### src/sv/adjacency_matrix_dfs_reachability_assert.svh
// Assertion macros for the adjacency matrix DFS reachability block.
// Depends on clk_i and rst_ni in the scope where the macros are used.
`ifndef ADJACENCY_MATRIX_DFS_REACHABILITY_ASSERT_SVH
`define ADJACENCY_MATRIX_DFS_REACHABILITY_ASSERT_SVH

`ifndef SYNTHESIS
`define AMDFS_ASSERT_IMPLIES(lbl, ante, cons) \
  lbl: assert property (@(posedge clk_i) disable iff (!rst_ni) (ante) |-> (cons)) \
    else $error("amdfs: implication check failed");
`define AMDFS_ASSERT_NEXT(lbl, ante, cons) \
  lbl: assert property (@(posedge clk_i) disable iff (!rst_ni) (ante) |=> (cons)) \
    else $error("amdfs: next-cycle check failed");
`else
`define AMDFS_ASSERT_IMPLIES(lbl, ante, cons)
`define AMDFS_ASSERT_NEXT(lbl, ante, cons)
`endif

`endif

### src/sv/amdfs_pkg.sv
// Shared types and constants for the adjacency matrix DFS reachability block.
// No dependencies.
package amdfs_pkg;

  localparam int unsigned VertexW = 6;
  localparam int unsigned RowW    = 64;
  localparam int unsigned CountW  = 7;

  localparam logic OP_LOAD   = 1'b0;
  localparam logic OP_SEARCH = 1'b1;

  typedef enum logic [3:0] {
    ST_IDLE    = 4'b0001,
    ST_EXPLORE = 4'b0010,
    ST_POPWAIT = 4'b0100,
    ST_DONE    = 4'b1000
  } state_e;

  typedef struct packed {
    logic               hit;
    logic [VertexW-1:0] idx;
  } pick_t;

endpackage

### src/sv/amdfs_stack.sv
// Vertex stack memory: one write and one registered read per cycle.
// Depends on amdfs_pkg.
module amdfs_stack #(
  parameter int unsigned MAX_NODES = 64
) (
  input  logic                                 clk_i,
  input  logic                                 we_i,
  input  logic [$clog2(MAX_NODES)-1:0]         waddr_i,
  input  logic [amdfs_pkg::VertexW-1:0]        wdata_i,
  input  logic [$clog2(MAX_NODES)-1:0]         raddr_i,
  output logic [amdfs_pkg::VertexW-1:0]        rdata_o
);

  logic [amdfs_pkg::VertexW-1:0] mem [MAX_NODES];
  logic [amdfs_pkg::VertexW-1:0] rd_data_q;

  always_ff @(posedge clk_i) begin
    if (we_i) begin
      mem[waddr_i] <= wdata_i;
    end
    rd_data_q <= mem[raddr_i];
  end

  assign rdata_o = rd_data_q;

endmodule

### config.mk
export PLATFORM = sky130hd
export DESIGN_NAME = amdfs_stack
export DESIGN_NICKNAME = d
export VERILOG_FILES = /design/src/sv/adjacency_matrix_dfs_reachability_assert.svh /design/src/sv/amdfs_pkg.sv /design/src/sv/amdfs_stack.sv
export SDC_FILE = /design/constraint.sdc
export NUM_CORES = 1
export LEC_CHECK = 0
export BUFFER_PORTS_ARGS = -buffer_cell sky130_fd_sc_hd__buf_4
export CORE_MARGIN = 5
export CORE_UTILIZATION = 30
export CTS_BUF_LIST = sky130_fd_sc_hd__clkbuf_8 sky130_fd_sc_hd__clkbuf_16
export CTS_CLUSTER_SIZE = 12
export DETAILED_ROUTE_END_ITERATION = 7
export PLACE_DENSITY = 0.42
export SYNTH_ARGS = -nofsm -noshare
export SYNTH_HDL_FRONTEND = slang
export SYNTH_SLANG_ARGS = --single-unit
### constraint.sdc
create_clock -name clk_i -period 3.7 [get_ports clk_i]
set_input_delay 0.555 -clock clk_i [delete_from_list [all_inputs] [get_ports clk_i]]
set_output_delay 0.555 -clock clk_i [all_outputs]
set_load 0.05 [all_outputs]
==> flow_metrics.tcl <==
set metrics [dict create \
    status "completed" \
    clock_skew_ps 8.710 \
    crit_buf_inv 2 \
    dr_total_vias 7247 \
    holdPathStages 2 \
    grt_use_met3 0.02624 \
    drive_above_1_share 0.2434 \
    place_hpwl_um 22790 \
    synth_cell_type_count 37 \
    cts.reportedPaths.clkPinSlew_ps 60 \
    wl_per_cell_um 25.95 \
    clk_latency_ps 560 \
    cts_sinks 390 \
    drt_pre_antenna_iters 7 \
    cp_cell_sequence "buf_4 > buf_4 > mux4_2 > a211oi_1 > a21oi_1 > a32o_1" \
    pin_count 26 \
    grt.overflow.total 0 \
    r2r_start "mem[41][2]" \
    final_cells 1465 \
    fp.dieArea_um2 55360 \
    r2r_end "rdata_o[2]" \
    met2_usage 0.2202 \
    avgSynthCellArea_um2 21.15 \
    nets 781 \
    grtUsageMet1 0.1904 \
    yosys_warnings 0 \
    vias_per_cell 4.947 \
    hold_buffers 0 \
    reg2regPathDepth 5 \
    die_y_um 235.3 \
    drc 0 \
    row_count 82 \
    tightest_slew_ps 1020 \
    timing.critical_path.from "raddr_i[1]" \
    grt_pass1_wl_um 55000 \
    core_um2 50170 \
    track_usage 0.1362 \
    cp_data_required_time_ps 4150 \
    n_antenna_cell 0 \
    crit_top_cell "buf_4" \
    final-setup-viol-count 0 \
    slowest_stage "buf_4" \
    ctsLongestPathBuffers 3 \
    grt_pass1_vias 7703 \
    leakagePower_nw 5.367 \
    hold_path.class "in2reg" \
    routed_wl_um 38020 \
    fmax_mhz 437.7 \
    drtIter0Drc 529 \
    ctsResizeCount 0 \
    hold_end "rdata_o[1]" \
    gp_congestion 0.7436 \
    period_minus_slack_ps 2285 \
    finalHoldViolations 0 \
    n_fill_cell 4606 \
    hold_start "raddr_i[5]" \
    dieWidth_um 235.3 \
    crit_type "in2reg" \
    synth_cells 720 \
    antenna_found_initial 1 \
    area_growth_pct 14.77 \
    htreeDepth 2 \
    synthesis.area_um2 15230 \
    finalSetupTns_ps 0 \
    cts-root-buf "clkbuf_16" \
    mostFrequentLayoutCells "edfxtp_1, mux4_2, nor2_1" \
    synth_seq_cells 390 \
    slew-limit-headroom 0.3145 \
    rsz0062_at_grt "no" \
    crit_arrival_ps 2740 \
    syn-num-nets 740 \
    finalCritPeriodShare 0.6175 \
    cp_slowest_stage_delay_ps 640 \
    grt_max_degree 65 \
    cap_violations 0 \
    cts_made_buffers 44 \
    r2r_slack_ps 1810 \
    maxSlewViolCount 0 \
    critPathLaunchType "primary input" \
    vdd_drop_max_mv 0.2661 \
    final_common_cell "edfxtp_1" \
    power.density_nw_per_um2 548.2 \
    path_max_fanout 54 \
    dp_cells 1387 \
    seq_area_frac_synth 0.7652 \
    endpoint_kind "flip-flop" \
    cp_top_family "buffers and inverters" \
    numPortBuffers 25 \
    initial_core_util 0.3035 \
    ant_nets 0 \
    cts_tree "built" \
    holdWs_ps 371.8 \
    postCtsSetupBuffers 0 \
    top_usage_layer "met2" \
]
worst register-to-register path: cells and delay by family, from the launching register on:
kind | cells | cell delay (ps)
DFF | 1 | 360
muxes | 1 | 530
and+or+nand+nor | 1 | 150
AOI/OAI and AO/OA | 3 | 740
state kept, by name, indices dropped and copies added, names as in the netlist:
name	cells
mem	384
rdata_o	6
logic make-up after synthesis:
| group | Yosys count | share of synthesized area |
|---|---|---|
| and+or+nand+nor | 120 | 0.03673 |
| AOI/OAI and AO/OA | 54 | 0.02597 |
| DFF | 390 | 0.7652 |
| muxes | 117 | 0.1556 |
| buffers and inverters | 39 | 0.01652 |
where the power goes:
group | leakage, nW | internal (mW) | switching, mW
Clock | 0.715 | 2.47 | 1.70
Combinational | 1.15 | 0.175 | 0.328
Sequential | 3.51 | 4.89 | 0.0141
cell type report:
type	count	area, um2	area share
Clock buffer	45	1126	0.06444
Clock inverter	33	249.0	0.01425
Multi-Input combinational cell	291	3323	0.1902
Sequential cell	390	11650	0.6668
Tap cell	672	840.8	0.04812
Timing Repair Buffer	34	284.0	0.01625
how the worst max path moves through the flow:
stage	to	slack, ps	depth (start not counted)
final	rdata_o[5]	1420	6
after global routing	rdata_o[2]	1280	6
after global placement	rdata_o[2]	790	6
after CTS	rdata_o[2]	1350	6
after detailed placement	rdata_o[2]	760	6
after floorplan	rdata_o[0]	1600	7
synthesized netlist by cell type:
cell type / instances / share of area
or3_1: 2 / 0.00082
clkbuf_1: 16 / 0.0039
o22ai_1: 12 / 0.0049
nand2b_1: 5 / 0.0021
buf_2: 13 / 0.0043
nand4b_1: 1 / 0.00058
a221oi_1: 3 / 0.0017
buf_8: 1 / 0.00099
mux2_2: 9 / 0.0067
a32o_1: 3 / 0.0020
a22oi_1: 2 / 0.00099
buf_6: 5 / 0.0037
buf_12: 2 / 0.0026
mux2i_1: 15 / 0.0099
nand3b_1: 4 / 0.0020
nor2_1: 67 / 0.017
buf_4: 2 / 0.00099
o21ai_1: 6 / 0.0020
a211oi_1: 6 / 0.0030
mux4_1: 6 / 0.010
and3b_1: 1 / 0.00058
o22a_1: 6 / 0.0035
nand2_1: 8 / 0.0020
nand3_1: 11 / 0.0036
mux4_2: 87 / 0.13
a22oi_2: 1 / 0.00082
nand4_1: 2 / 0.00082
a21oi_1: 6 / 0.0020
nor3_1: 5 / 0.0016
nor3b_1: 1 / 0.00049
or2_2: 2 / 0.00082
dfxtp_1: 6 / 0.0079
o221ai_1: 9 / 0.0052
or3b_2: 2 / 0.0012
nor2b_1: 8 / 0.0033
and2_0: 1 / 0.00041
edfxtp_1: 384 / 0.76
routing by layer:
metal	wire, um	share of wire
met1	16720	0.44
met2	18270	0.48
met3	2333	0.061
met4	701	0.018
met5	0	0
stage by stage:
stage / setup slack, ps / total power, mW / util / instance area [um2]
after floorplan: 1599 / 5.286 / - / 15230
after global placement: 789.5 / 5.503 / 0.3209 / 16100
after detailed placement: 761.1 / 5.513 / 0.3209 / 16100
after CTS: 1351 / 9.690 / 0.3483 / 17470
after global routing: 1275 / 9.899 / 0.3483 / 17470
final: 1415 / 9.580 / 0.3483 / 17470
No activity file was read; power rests on OpenSTA's default activity.
