===== config.mk =====
export PLATFORM = sky130hd
export DESIGN_NAME = amdfs_adj_mem
export DESIGN_NICKNAME = d
export VERILOG_FILES = /design/src/sv/adjacency_matrix_dfs_reachability_assert.svh /design/src/sv/amdfs_pkg.sv /design/src/sv/amdfs_adj_mem.sv
export SDC_FILE = /design/constraint.sdc
export NUM_CORES = 2
export LEC_CHECK = 0
export ABC_AREA = 1
export ABC_CLOCK_PERIOD_IN_PS = 1300
export BUFFER_PORTS_ARGS = -buffer_cell sky130_fd_sc_hd__clkbuf_2
export CORE_UTILIZATION = 35
export DETAILED_ROUTE_END_ITERATION = 7
export HOLD_SLACK_MARGIN = 0.05
export PLACE_DENSITY = 0.53
export SLEW_MARGIN = 20
export SYNTH_ARGS = -nofsm -noshare
export SYNTH_HDL_FRONTEND = slang
export SYNTH_SLANG_ARGS = --single-unit

===== constraint.sdc =====
create_clock -name clk_i -period 1.3 [get_ports clk_i]
set_input_delay 0.195 -clock clk_i [delete_from_list [all_inputs] [get_ports clk_i]]
set_output_delay 0.195 -clock clk_i [all_outputs]
set_load 0.005 [all_outputs]

===== src/sv/adjacency_matrix_dfs_reachability_assert.svh =====
// Assertion macros for the adjacency matrix DFS reachability block.
// Depends on clk_i and rst_ni in the scope where the macros are used.
`ifndef ADJACENCY_MATRIX_DFS_REACHABILITY_ASSERT_SVH
`define ADJACENCY_MATRIX_DFS_REACHABILITY_ASSERT_SVH

`ifndef SYNTHESIS
`define AMDFS_ASSERT_IMPLIES(lbl, ante, cons) \
  lbl: assert property (@(posedge clk_i) disable iff (!rst_ni) (ante) |-> (cons)) \
    else $error("amdfs: implication check failed");
`define AMDFS_ASSERT_NEXT(lbl, ante, cons) \
  lbl: assert property (@(posedge clk_i) disable iff (!rst_ni) (ante) |=> (cons)) \
    else $error("amdfs: next-cycle check failed");
`else
`define AMDFS_ASSERT_IMPLIES(lbl, ante, cons)
`define AMDFS_ASSERT_NEXT(lbl, ante, cons)
`endif

`endif


===== src/sv/amdfs_pkg.sv =====
// Shared types and constants for the adjacency matrix DFS reachability block.
// No dependencies.
package amdfs_pkg;

  localparam int unsigned VertexW = 6;
  localparam int unsigned RowW    = 64;
  localparam int unsigned CountW  = 7;

  localparam logic OP_LOAD   = 1'b0;
  localparam logic OP_SEARCH = 1'b1;

  typedef enum logic [3:0] {
    ST_IDLE    = 4'b0001,
    ST_EXPLORE = 4'b0010,
    ST_POPWAIT = 4'b0100,
    ST_DONE    = 4'b1000
  } state_e;

  typedef struct packed {
    logic               hit;
    logic [VertexW-1:0] idx;
  } pick_t;

endpackage


===== src/sv/amdfs_adj_mem.sv =====
// Adjacency row memory with per-row valid bits; unwritten rows read as zero.
// Depends on amdfs_pkg.
module amdfs_adj_mem #(
  parameter int unsigned MAX_NODES = 64
) (
  input  logic                          clk_i,
  input  logic                          rst_ni,
  input  logic                          we_i,
  input  logic [amdfs_pkg::VertexW-1:0] waddr_i,
  input  logic [amdfs_pkg::RowW-1:0]    wdata_i,
  input  logic [amdfs_pkg::VertexW-1:0] raddr_i,
  output logic [amdfs_pkg::RowW-1:0]    rdata_o
);

  localparam int unsigned AW = $clog2(MAX_NODES);
  localparam logic [amdfs_pkg::VertexW:0] MaxN = (amdfs_pkg::VertexW + 1)'(MAX_NODES);

  logic [amdfs_pkg::RowW-1:0] mem [MAX_NODES];
  logic [MAX_NODES-1:0]       valid_q;
  logic                       rd_ok_q;
  logic [amdfs_pkg::RowW-1:0] rd_data_q;
  logic                       w_in;
  logic                       r_in;
  logic [AW-1:0]              wa;
  logic [AW-1:0]              ra;

  assign w_in = {1'b0, waddr_i} < MaxN;
  assign r_in = {1'b0, raddr_i} < MaxN;
  assign wa   = waddr_i[AW-1:0];
  assign ra   = raddr_i[AW-1:0];

  always_ff @(posedge clk_i or negedge rst_ni) begin
    if (!rst_ni) begin
      valid_q <= '0;
      rd_ok_q <= 1'b0;
    end else begin
      if (we_i && w_in) begin
        valid_q[wa] <= 1'b1;
      end
      rd_ok_q <= r_in && valid_q[ra];
    end
  end

  always_ff @(posedge clk_i) begin
    if (we_i && w_in) begin
      mem[wa] <= wdata_i;
    end
    rd_data_q <= mem[ra];
  end

  assign rdata_o = rd_ok_q ? rd_data_q : '0;

endmodule


==> impl_metrics.yaml <==
sta:
  holdWs_ns: 0.0755
  clock.fmax_mhz: 426
  tns_ns: -62.44
  period_needed_ns: 2.35
  slew_headroom_pct: 46.1
  finalSetupViolations: 65
  final.period_utilization_pct: 181
  postLayoutSetupSlackWorst_ns: -1.05
  hold_viol: 0
  slew_viol_final: 0
  worst_pin_slew_ns: 0.805
  rsz0062_at_grt: "true"
  finClkSkew_ns: 0.0729
critical_path:
  crit_type: "flop to output port"
  r2r-end: "rd_data_q[3]$_DFF_P_"
  ff2ff_setup_slack_ns: 0.02
  critPathRequiredTime_ns: 1.11
  r2r_cells: 8
  rr_startpoint: "mem[53][3]$_DFFE_PP_"
  arrival_ns: 2.15
  start_kind: "flop"
  critPathCaptureType: "output port"
  path_max_fanout: 9
global_routing:
  grt_pass1_wl_mm: 836
  grtUsageTotal_pct: 23.9
  antenna_found_initial: 25
  grt_max_degree: 75
  overflow: 0
  grt_pass1_vias: 110000
worst_hold_path:
  min-delay-start: "raddr_i[3]"
  hold_path_class: "input pin to flop"
  holdPathStages: 8
  worstHoldEndpoint: "rd_data_q[23]$_DFF_P_"
clock_network:
  clk_pin_slew_ns: 0.06
  insertion_delay_ns: 1.02
  cts.sinks: 4225
  cts_tree: "built"
  root_buffer: "clkbuf_16"
  h-tree-depth: 5
  clk_path_buf_depth: 4
  cts_made_buffers: 441
layout:
  final_common_cell: "nand2_1"
  layout-drive-gt1-share_pct: 16.9
  layout.nets: 15100
  syn_to_final_growth_pct: 24.7
  mostFrequentLayoutCells: "4469 x nand2_1, 4096 x edfxtp_1, 3781 x nand3_1, 738 x buf_12, 714 x buf_4"
  fillerInstances: 43600
drt:
  drc: 0
  dr.pass1.iters: 6
  antenna_left: 0
  wl_per_cell_um: 27.2
  avgViaCountPerCell: 5.34
  vias: 116000
  drt-initial-drc-count: 13900
  wirelength_mm: 592
floorplan:
  dieHeight_um: 694
  initial_utilization_pct: 35.2
  die_w_um: 694
  rows: 253
  dieArea_mm2: 0.482
  ioPinCount: 143
  core_mm2: 0.476
logic_synthesis:
  yosys_warnings: 0
  synth.distinct_cells: 18
  synth-seq-area-share_pct: 75.1
  synth_area_leader_cell: "edfxtp_1"
  synth_area_per_cell_um2: 12.1
  synthesis.area_mm2: 0.168
  synth_nets: 13900
  synth_top_cell_area_share_pct: 73.3
  syn_inst: 13800
  ys_top_cells_by_area: "edfxtp_1 73%, nand3_1 12%, nand2_1 10%"
  ys_seq_elements: 4225
pwr:
  power.leakage_uw: 0.0758
  power.density_mw_per_mm2: 1430
  ir_drop_uv: 1430
flow_run:
  maxCapViolCount: 0
place:
  gp_congestion: 0.838
  io_buffers: 142
  place_hpwl_mm: 371
status:
  status: "complete, but fails checks"
  violations: "setup timing"
[synthesized netlist by cell type (all sizes together)]
master  number
nor4         8
nor3         5
dfxtp       64
nand3     3907
or2         64
dfrtp       65
nand4        4
buf        660
clkinv       2
clkbuf     258
edfxtp    4096
nor2        56
inv         74
nand2     4554
[logic make-up after synthesis]
logic type / after synthesis / synth area share [%]
and+or+nand+nor: 8598 / 22.3
DFF: 4225 / 75.1
buffers and inverters: 994 / 2.68
[worst max-delay path, cell delays in order (launching register included)]
cell and delay (ns):
dfrtp_4 0.49, buf_12 0.18, buf_4 0.19, nand2_8 0.07, inv_1 0.05, clkbuf_2 0.14
[how the worst max path moves through the flow]
stage	to	start	cells after the start
after floorplan	mem[50][0]$_DFFE_PP_	we_i	3
after global placement	rd_data_q[12]$_DFF_P_	raddr_i[1]	12
after detailed placement	rd_data_q[12]$_DFF_P_	raddr_i[1]	12
after CTS	rdata_o[32]	rd_ok_q$_DFF_PN0_	5
after global routing	rdata_o[31]	rd_ok_q$_DFF_PN0_	5
final	rdata_o[31]	rd_ok_q$_DFF_PN0_	5
[where the power goes]
| group | switching [µW] | internal (µW) | total [µW] |
|---|---|---|---|
| combinational | 14100 | 7460 | 21600 |
| clock | 54700 | 70900 | 126000 |
| sequential | 805 | 151000 | 152000 |
[layout make-up]
class                   count  area, µm²  area share, %
well taps                6375       7980           3.81
diodes                      6       15.0        0.00718
flip-flops and latches   4225     126000           60.2
repair buffers           1679      21900           10.4
inverters                  76        333          0.159
clock inverters           231       2180           1.04
clock buffers             587      12100           5.79
multi-input cells        8598      38900           18.6
[metal layers]
| metal | vias up | routed length, µm | global-route usage (%) |
|---|---|---|---|
| met2 | 4954 | 275000 | 38.4 |
| li1 | 51700 | - | - |
| met5 | - | 0 | 0 |
| met1 | 58600 | 254000 | 33.8 |
| met4 | 0 | 21900 | 7.91 |
| met3 | 936 | 41200 | 2.74 |
[timing repair]
| action | in CTS | in global routing |
|---|---|---|
| pin swaps | 21 | 68 |
| endpoints found under the hold margin | 4228 | 1 |
| cloned | 0 | 4 |
| hold buffers | 77 | 1 |
| buffers inserted | 2 | 1 |
| resized for setup | 110 | 148 |
| setup endpoints to repair | 82 | 149 |
[state kept, by name, summed over array words and instances (netlist names)]
signal,flops
mem,4096
rd_data_q,64
valid_q,64
rd_ok_q,1
[metrics by stage]
| step | cells | power, µW | area (µm²) | worst slack [ns] | utilization (%) |
|---|---|---|---|---|---|
| after global placement | 20900 | 175000 | 193000 | -0.915 | 40.6 |
| after global routing | 21800 | 307000 | 209000 | -1.11 | 43.9 |
| final | 21800 | 299000 | 209000 | -1.05 | 44.0 |
| after CTS | 21800 | 300000 | 209000 | -1.12 | 43.8 |
| after detailed placement | 20900 | 175000 | 193000 | -0.915 | 40.6 |
| after floorplan | 13800 | 164000 | 168000 | -2.40 | - |
(Power assumes the default switching activity.)
