[src/sv/adjacency_matrix_dfs_reachability_assert.svh]
// Assertion macros for the adjacency matrix DFS reachability block.
// Depends on clk_i and rst_ni in the scope where the macros are used.
`ifndef ADJACENCY_MATRIX_DFS_REACHABILITY_ASSERT_SVH
`define ADJACENCY_MATRIX_DFS_REACHABILITY_ASSERT_SVH

`ifndef SYNTHESIS
`define AMDFS_ASSERT_IMPLIES(lbl, ante, cons) \
  lbl: assert property (@(posedge clk_i) disable iff (!rst_ni) (ante) |-> (cons)) \
    else $error("amdfs: implication check failed");
`define AMDFS_ASSERT_NEXT(lbl, ante, cons) \
  lbl: assert property (@(posedge clk_i) disable iff (!rst_ni) (ante) |=> (cons)) \
    else $error("amdfs: next-cycle check failed");
`else
`define AMDFS_ASSERT_IMPLIES(lbl, ante, cons)
`define AMDFS_ASSERT_NEXT(lbl, ante, cons)
`endif

`endif

[src/sv/amdfs_pkg.sv]
// Shared types and constants for the adjacency matrix DFS reachability block.
// No dependencies.
package amdfs_pkg;

  localparam int unsigned VertexW = 6;
  localparam int unsigned RowW    = 64;
  localparam int unsigned CountW  = 7;

  localparam logic OP_LOAD   = 1'b0;
  localparam logic OP_SEARCH = 1'b1;

  typedef enum logic [3:0] {
    ST_IDLE    = 4'b0001,
    ST_EXPLORE = 4'b0010,
    ST_POPWAIT = 4'b0100,
    ST_DONE    = 4'b1000
  } state_e;

  typedef struct packed {
    logic               hit;
    logic [VertexW-1:0] idx;
  } pick_t;

endpackage

[src/sv/amdfs_pick.sv]
// Neighbor picker: lowest unvisited, in-use neighbor of the current row.
// Depends on amdfs_pkg.
module amdfs_pick (
  input  logic [amdfs_pkg::RowW-1:0] row_i,
  input  logic [amdfs_pkg::RowW-1:0] mask_i,
  input  logic [amdfs_pkg::RowW-1:0] visited_i,
  output amdfs_pkg::pick_t           pick_o
);

  logic [amdfs_pkg::RowW-1:0]    open;
  logic [amdfs_pkg::RowW-1:0]    x;
  logic [amdfs_pkg::VertexW-1:0] idx;

  assign open = row_i & mask_i & ~visited_i;

  always_comb begin
    x   = open;
    idx = '0;
    for (int i = 0; i < amdfs_pkg::VertexW; i++) begin
      if ((x & ((64'd1 << (32 >> i)) - 64'd1)) == '0) begin
        idx = idx | amdfs_pkg::VertexW'(32 >> i);
        x   = x >> (32 >> i);
      end
    end
  end

  assign pick_o.hit = |open;
  assign pick_o.idx = idx;

endmodule

[config.mk]
export PLATFORM = sky130hd
export DESIGN_NAME = amdfs_pick
export DESIGN_NICKNAME = d
export VERILOG_FILES = /design/src/sv/adjacency_matrix_dfs_reachability_assert.svh /design/src/sv/amdfs_pkg.sv /design/src/sv/amdfs_pick.sv
export SDC_FILE = /design/constraint.sdc
export NUM_CORES = 1
export LEC_CHECK = 0
export ABC_AREA = 1
export BUFFER_PORTS_ARGS = -buffer_cell sky130_fd_sc_hd__buf_4
export CAP_MARGIN = 20
export CORE_MARGIN = 5
export CORE_UTILIZATION = 34
export DETAILED_ROUTE_END_ITERATION = 10
export PLACE_DENSITY_LB_ADDON = 0.12
export SETUP_SLACK_MARGIN = 0.4
export SYNTH_ARGS = -nofsm -noshare
export SYNTH_HDL_FRONTEND = slang
export SYNTH_SLANG_ARGS = --single-unit
export TNS_END_PERCENT = 1
[constraint.sdc]
create_clock -name vclk -period 2.5
set_input_delay 0 -clock vclk [all_inputs]
set_output_delay 0 -clock vclk [all_outputs]
set_load 0.01 [all_outputs]
==> results.py <==
metrics = {
    "synthesis": {
        "seq_area_frac_synth": 0,
        "synth_mux_area_frac": 0,
        "synthCells": 309,
        "synth_compound_gate_area_share": 0.0918,
        "avgSynthCellArea_um2": 5.21,
        "synthAdderAreaFrac": 0,
        "synth_cell_types": 30,
        "synth-simple-area-share": 0.795,
        "synth_area_um2": 1610,
        "synth_nets": 501,
        "synth_xor_area_frac": 0,
        "synth_top_family_by_area": "simple AND/OR/NAND/NOR gates",
        "synth_warnings": 0,
    },
    "global_routing": {
        "antenna_found_initial": 0,
        "grt_pass1_vias": 2819,
        "grt_usage": 0.225,
        "grt_max_degree": 21,
        "overflow": 0,
        "grt_pass1_wl_um": 11700,
    },
    "sta": {
        "finalHoldViolations": 0,
        "fin_tns_setup_ns": -0.134,
        "setup_violations": 2,
        "final.min_clock_period_ns": 2.58,
        "rsz0062_at_grt": "yes",
        "postLayoutSetupSlackWorst_ns": -0.0834,
        "slew_viol_final": 0,
        "worst_pin_slew_ns": 0.347,
        "relSlewSlack": 0.766,
        "fmax_mhz": 387,
        "fin_crit_sh": 1.03,
    },
    "place": {
        "dp_cells": 571,
        "gp_congestion": 0.931,
        "io_buffers": 199,
        "hpwl_um": 6980,
        "pre_cts_slack_ns": -0.0253,
    },
    "finish": {
        "fin_cells": 588,
        "seq_area_um2": 0,
        "syn_to_final_growth_pct": 121,
        "antenna_cells": 0,
        "design.seq.count": 0,
        "drive_gt1_frac": 0.588,
        "nets": 728,
        "final_util": 0.763,
        "clock_buffers": 0,
    },
    "die": {
        "placementRows": 25,
        "start_util": 0.345,
        "die-height_um": 78.8,
        "core_area_um2": 4660,
        "die_w_um": 78.8,
        "dieArea_um2": 6210,
        "ioPinCount": 199,
    },
    "power_and_ir_drop": {
        "clockPowerShare": 0,
        "pwr_density_cell_nw_per_um2": 198,
        "power.internal_uw": 401,
        "total_power_uw": 704,
        "p_switching_uw": 303,
        "peakVddDrop_v": 0.0000925,
        "seq_power_share": 0,
        "combinationalPowerShare": 1.000,
        "power.share.switching": 0.430,
        "leakage_uw": 0.00205,
    },
    "route": {
        "wirelength_um": 7950,
        "met1_length_um": 2890,
        "wl_met2_um": 4360,
        "viasPerCell": 4.79,
        "via_count": 2814,
        "drtIter0Drc": 55,
        "wl_met3_um": 581,
        "drt_first_pass_iters": 4,
        "routed.top_layer": "met4",
        "drc": 0,
        "post_drt_wl_per_cell_um": 13.5,
        "postRouteAntennaNets": 0,
    },
    "critical_path": {
        "cp_max_fo": 8,
        "worstSetupPathType": "in -> out",
        "required_ns": 2.50,
        "slowest_stage": "nor2_4",
        "cpMostUsedCell": "nand2_1",
        "critical_path.max_stage_delay_ns": 0.15,
        "crit_arrival_ns": 2.58,
        "end_kind": "output pin",
        "worstSetupStartpointType": "primary input",
    },
    "flow_run": {
        "maxCapViolations": 0,
    },
    "hold_path": {
        "min_path_cells": 7,
        "holdPathEnd": "pick_o[6]",
        "hp-class": "in -> out",
        "hp-start": "mask_i[62]",
    },
    "run_status": {
        "violations": "negative setup slack",
        "status": "finished, violations left",
    },
    "clocking": {
        "cts_hold_buf": 0,
    },
}
==> power by group through the flow <==
stage | Sequential [uW] | Combinational [uW] | Clock (uW)
after floorplan | 0 | 284 | 0
after global placement | 0 | 608 | 0
after detailed placement | 0 | 618 | 0
after CTS | 0 | 637 | 0
after global routing | 0 | 768 | 0
final | 0 | 704 | 0
==> stage by stage <==
| stage | hold WS [ns] | area (um2) |
|---|---|---|
| after floorplan | 0.345 | 1610 |
| after global placement | 0.563 | 3250 |
| final | 0.565 | 3560 |
| after detailed placement | 0.570 | 3250 |
| after global routing | 0.650 | 3560 |
| after CTS | 0.570 | 3300 |
==> critical path, delay by kind of cell <==
family | cells | cell delay, ns
and+or+nand+nor | 20 | 1.81
buffers and inverters | 6 | 0.63
AOI/OAI and AO/OA | 1 | 0.14
==> how the worst max path moves through the flow <==
stage | start | to | slack [ns] | depth (start not counted)
after global routing | visited_i[17] | pick_o[0] | -0.34 | 26
after CTS | visited_i[24] | pick_o[0] | 0.007 | 26
after floorplan | visited_i[5] | pick_o[0] | 0.43 | 24
after detailed placement | visited_i[24] | pick_o[0] | -0.03 | 26
after global placement | visited_i[24] | pick_o[0] | -0.01 | 25
final | visited_i[13] | pick_o[0] | -0.08 | 27
==> Yosys cell counts <==
master | count | area share
a21oi_1 | 2 | 0.0062
a31o_2 | 1 | 0.0054
a31oi_1 | 1 | 0.0039
buf_2 | 2 | 0.0062
buf_6 | 2 | 0.014
buf_8 | 1 | 0.0093
inv_1 | 32 | 0.075
inv_2 | 4 | 0.0093
nand2_1 | 94 | 0.22
nand2_2 | 19 | 0.074
nand2_4 | 1 | 0.0070
nand3_1 | 31 | 0.096
nand3_2 | 12 | 0.075
nand3b_1 | 18 | 0.084
nand3b_4 | 2 | 0.025
nand4_1 | 1 | 0.0039
nor2_1 | 47 | 0.11
nor2_2 | 2 | 0.0078
nor2_4 | 6 | 0.042
nor2_8 | 1 | 0.012
nor4_1 | 7 | 0.027
o2111ai_1 | 1 | 0.0054
o211ai_1 | 2 | 0.0093
o21a_1 | 3 | 0.014
o21ai_0 | 10 | 0.031
o21ai_1 | 2 | 0.0062
o21ai_2 | 1 | 0.0054
o21bai_1 | 1 | 0.0047
or2_2 | 2 | 0.0078
or3_1 | 1 | 0.0039
==> area by class of cell <==
| type | count | area (um2) |
|---|---|---|
| tap | 54 | 67.6 |
| timing repair buffer | 230 | 1800 |
| inverter | 36 | 135 |
| fill | 402 | 1100 |
| multi-input combinational | 268 | 1560 |
==> routing by layer <==
layer,global-route usage,vias up
li1,-,1455
met1,0.252,1242
met2,0.437,105
met3,0.0431,12
met4,0.0402,0
met5,0,-
==> cell usage in the layout, fill, tap and decap left out, types with 7 or more instances in the layout <==
cell        n
nor2_1     39
nor4_1      7
nand3b_1   18
nor2_2     10
nand3_1    23
nand3_2    17
inv_1      32
o21ai_0     7
buf_6       7
nand2_1    78
buf_4     220
nand2_2    34
==> what timing repair did <==
action	CTS	global route
pin swaps	6	34
gates cloned	0	1
resized for setup	4	45
endpoints found under the hold margin	0	0
setup endpoints to repair	3	4
setup buffers	4	12
==> logic make-up (layout without fill, tap and decap cells) <==
| kind of cell | Yosys count | after routing |
|---|---|---|
| and+or+nand+nor | 244 | 244 |
| buffers and inverters | 41 | 266 |
| AOI/OAI and AO/OA | 24 | 24 |
Note: power is estimated with default switching activity, not from simulation.
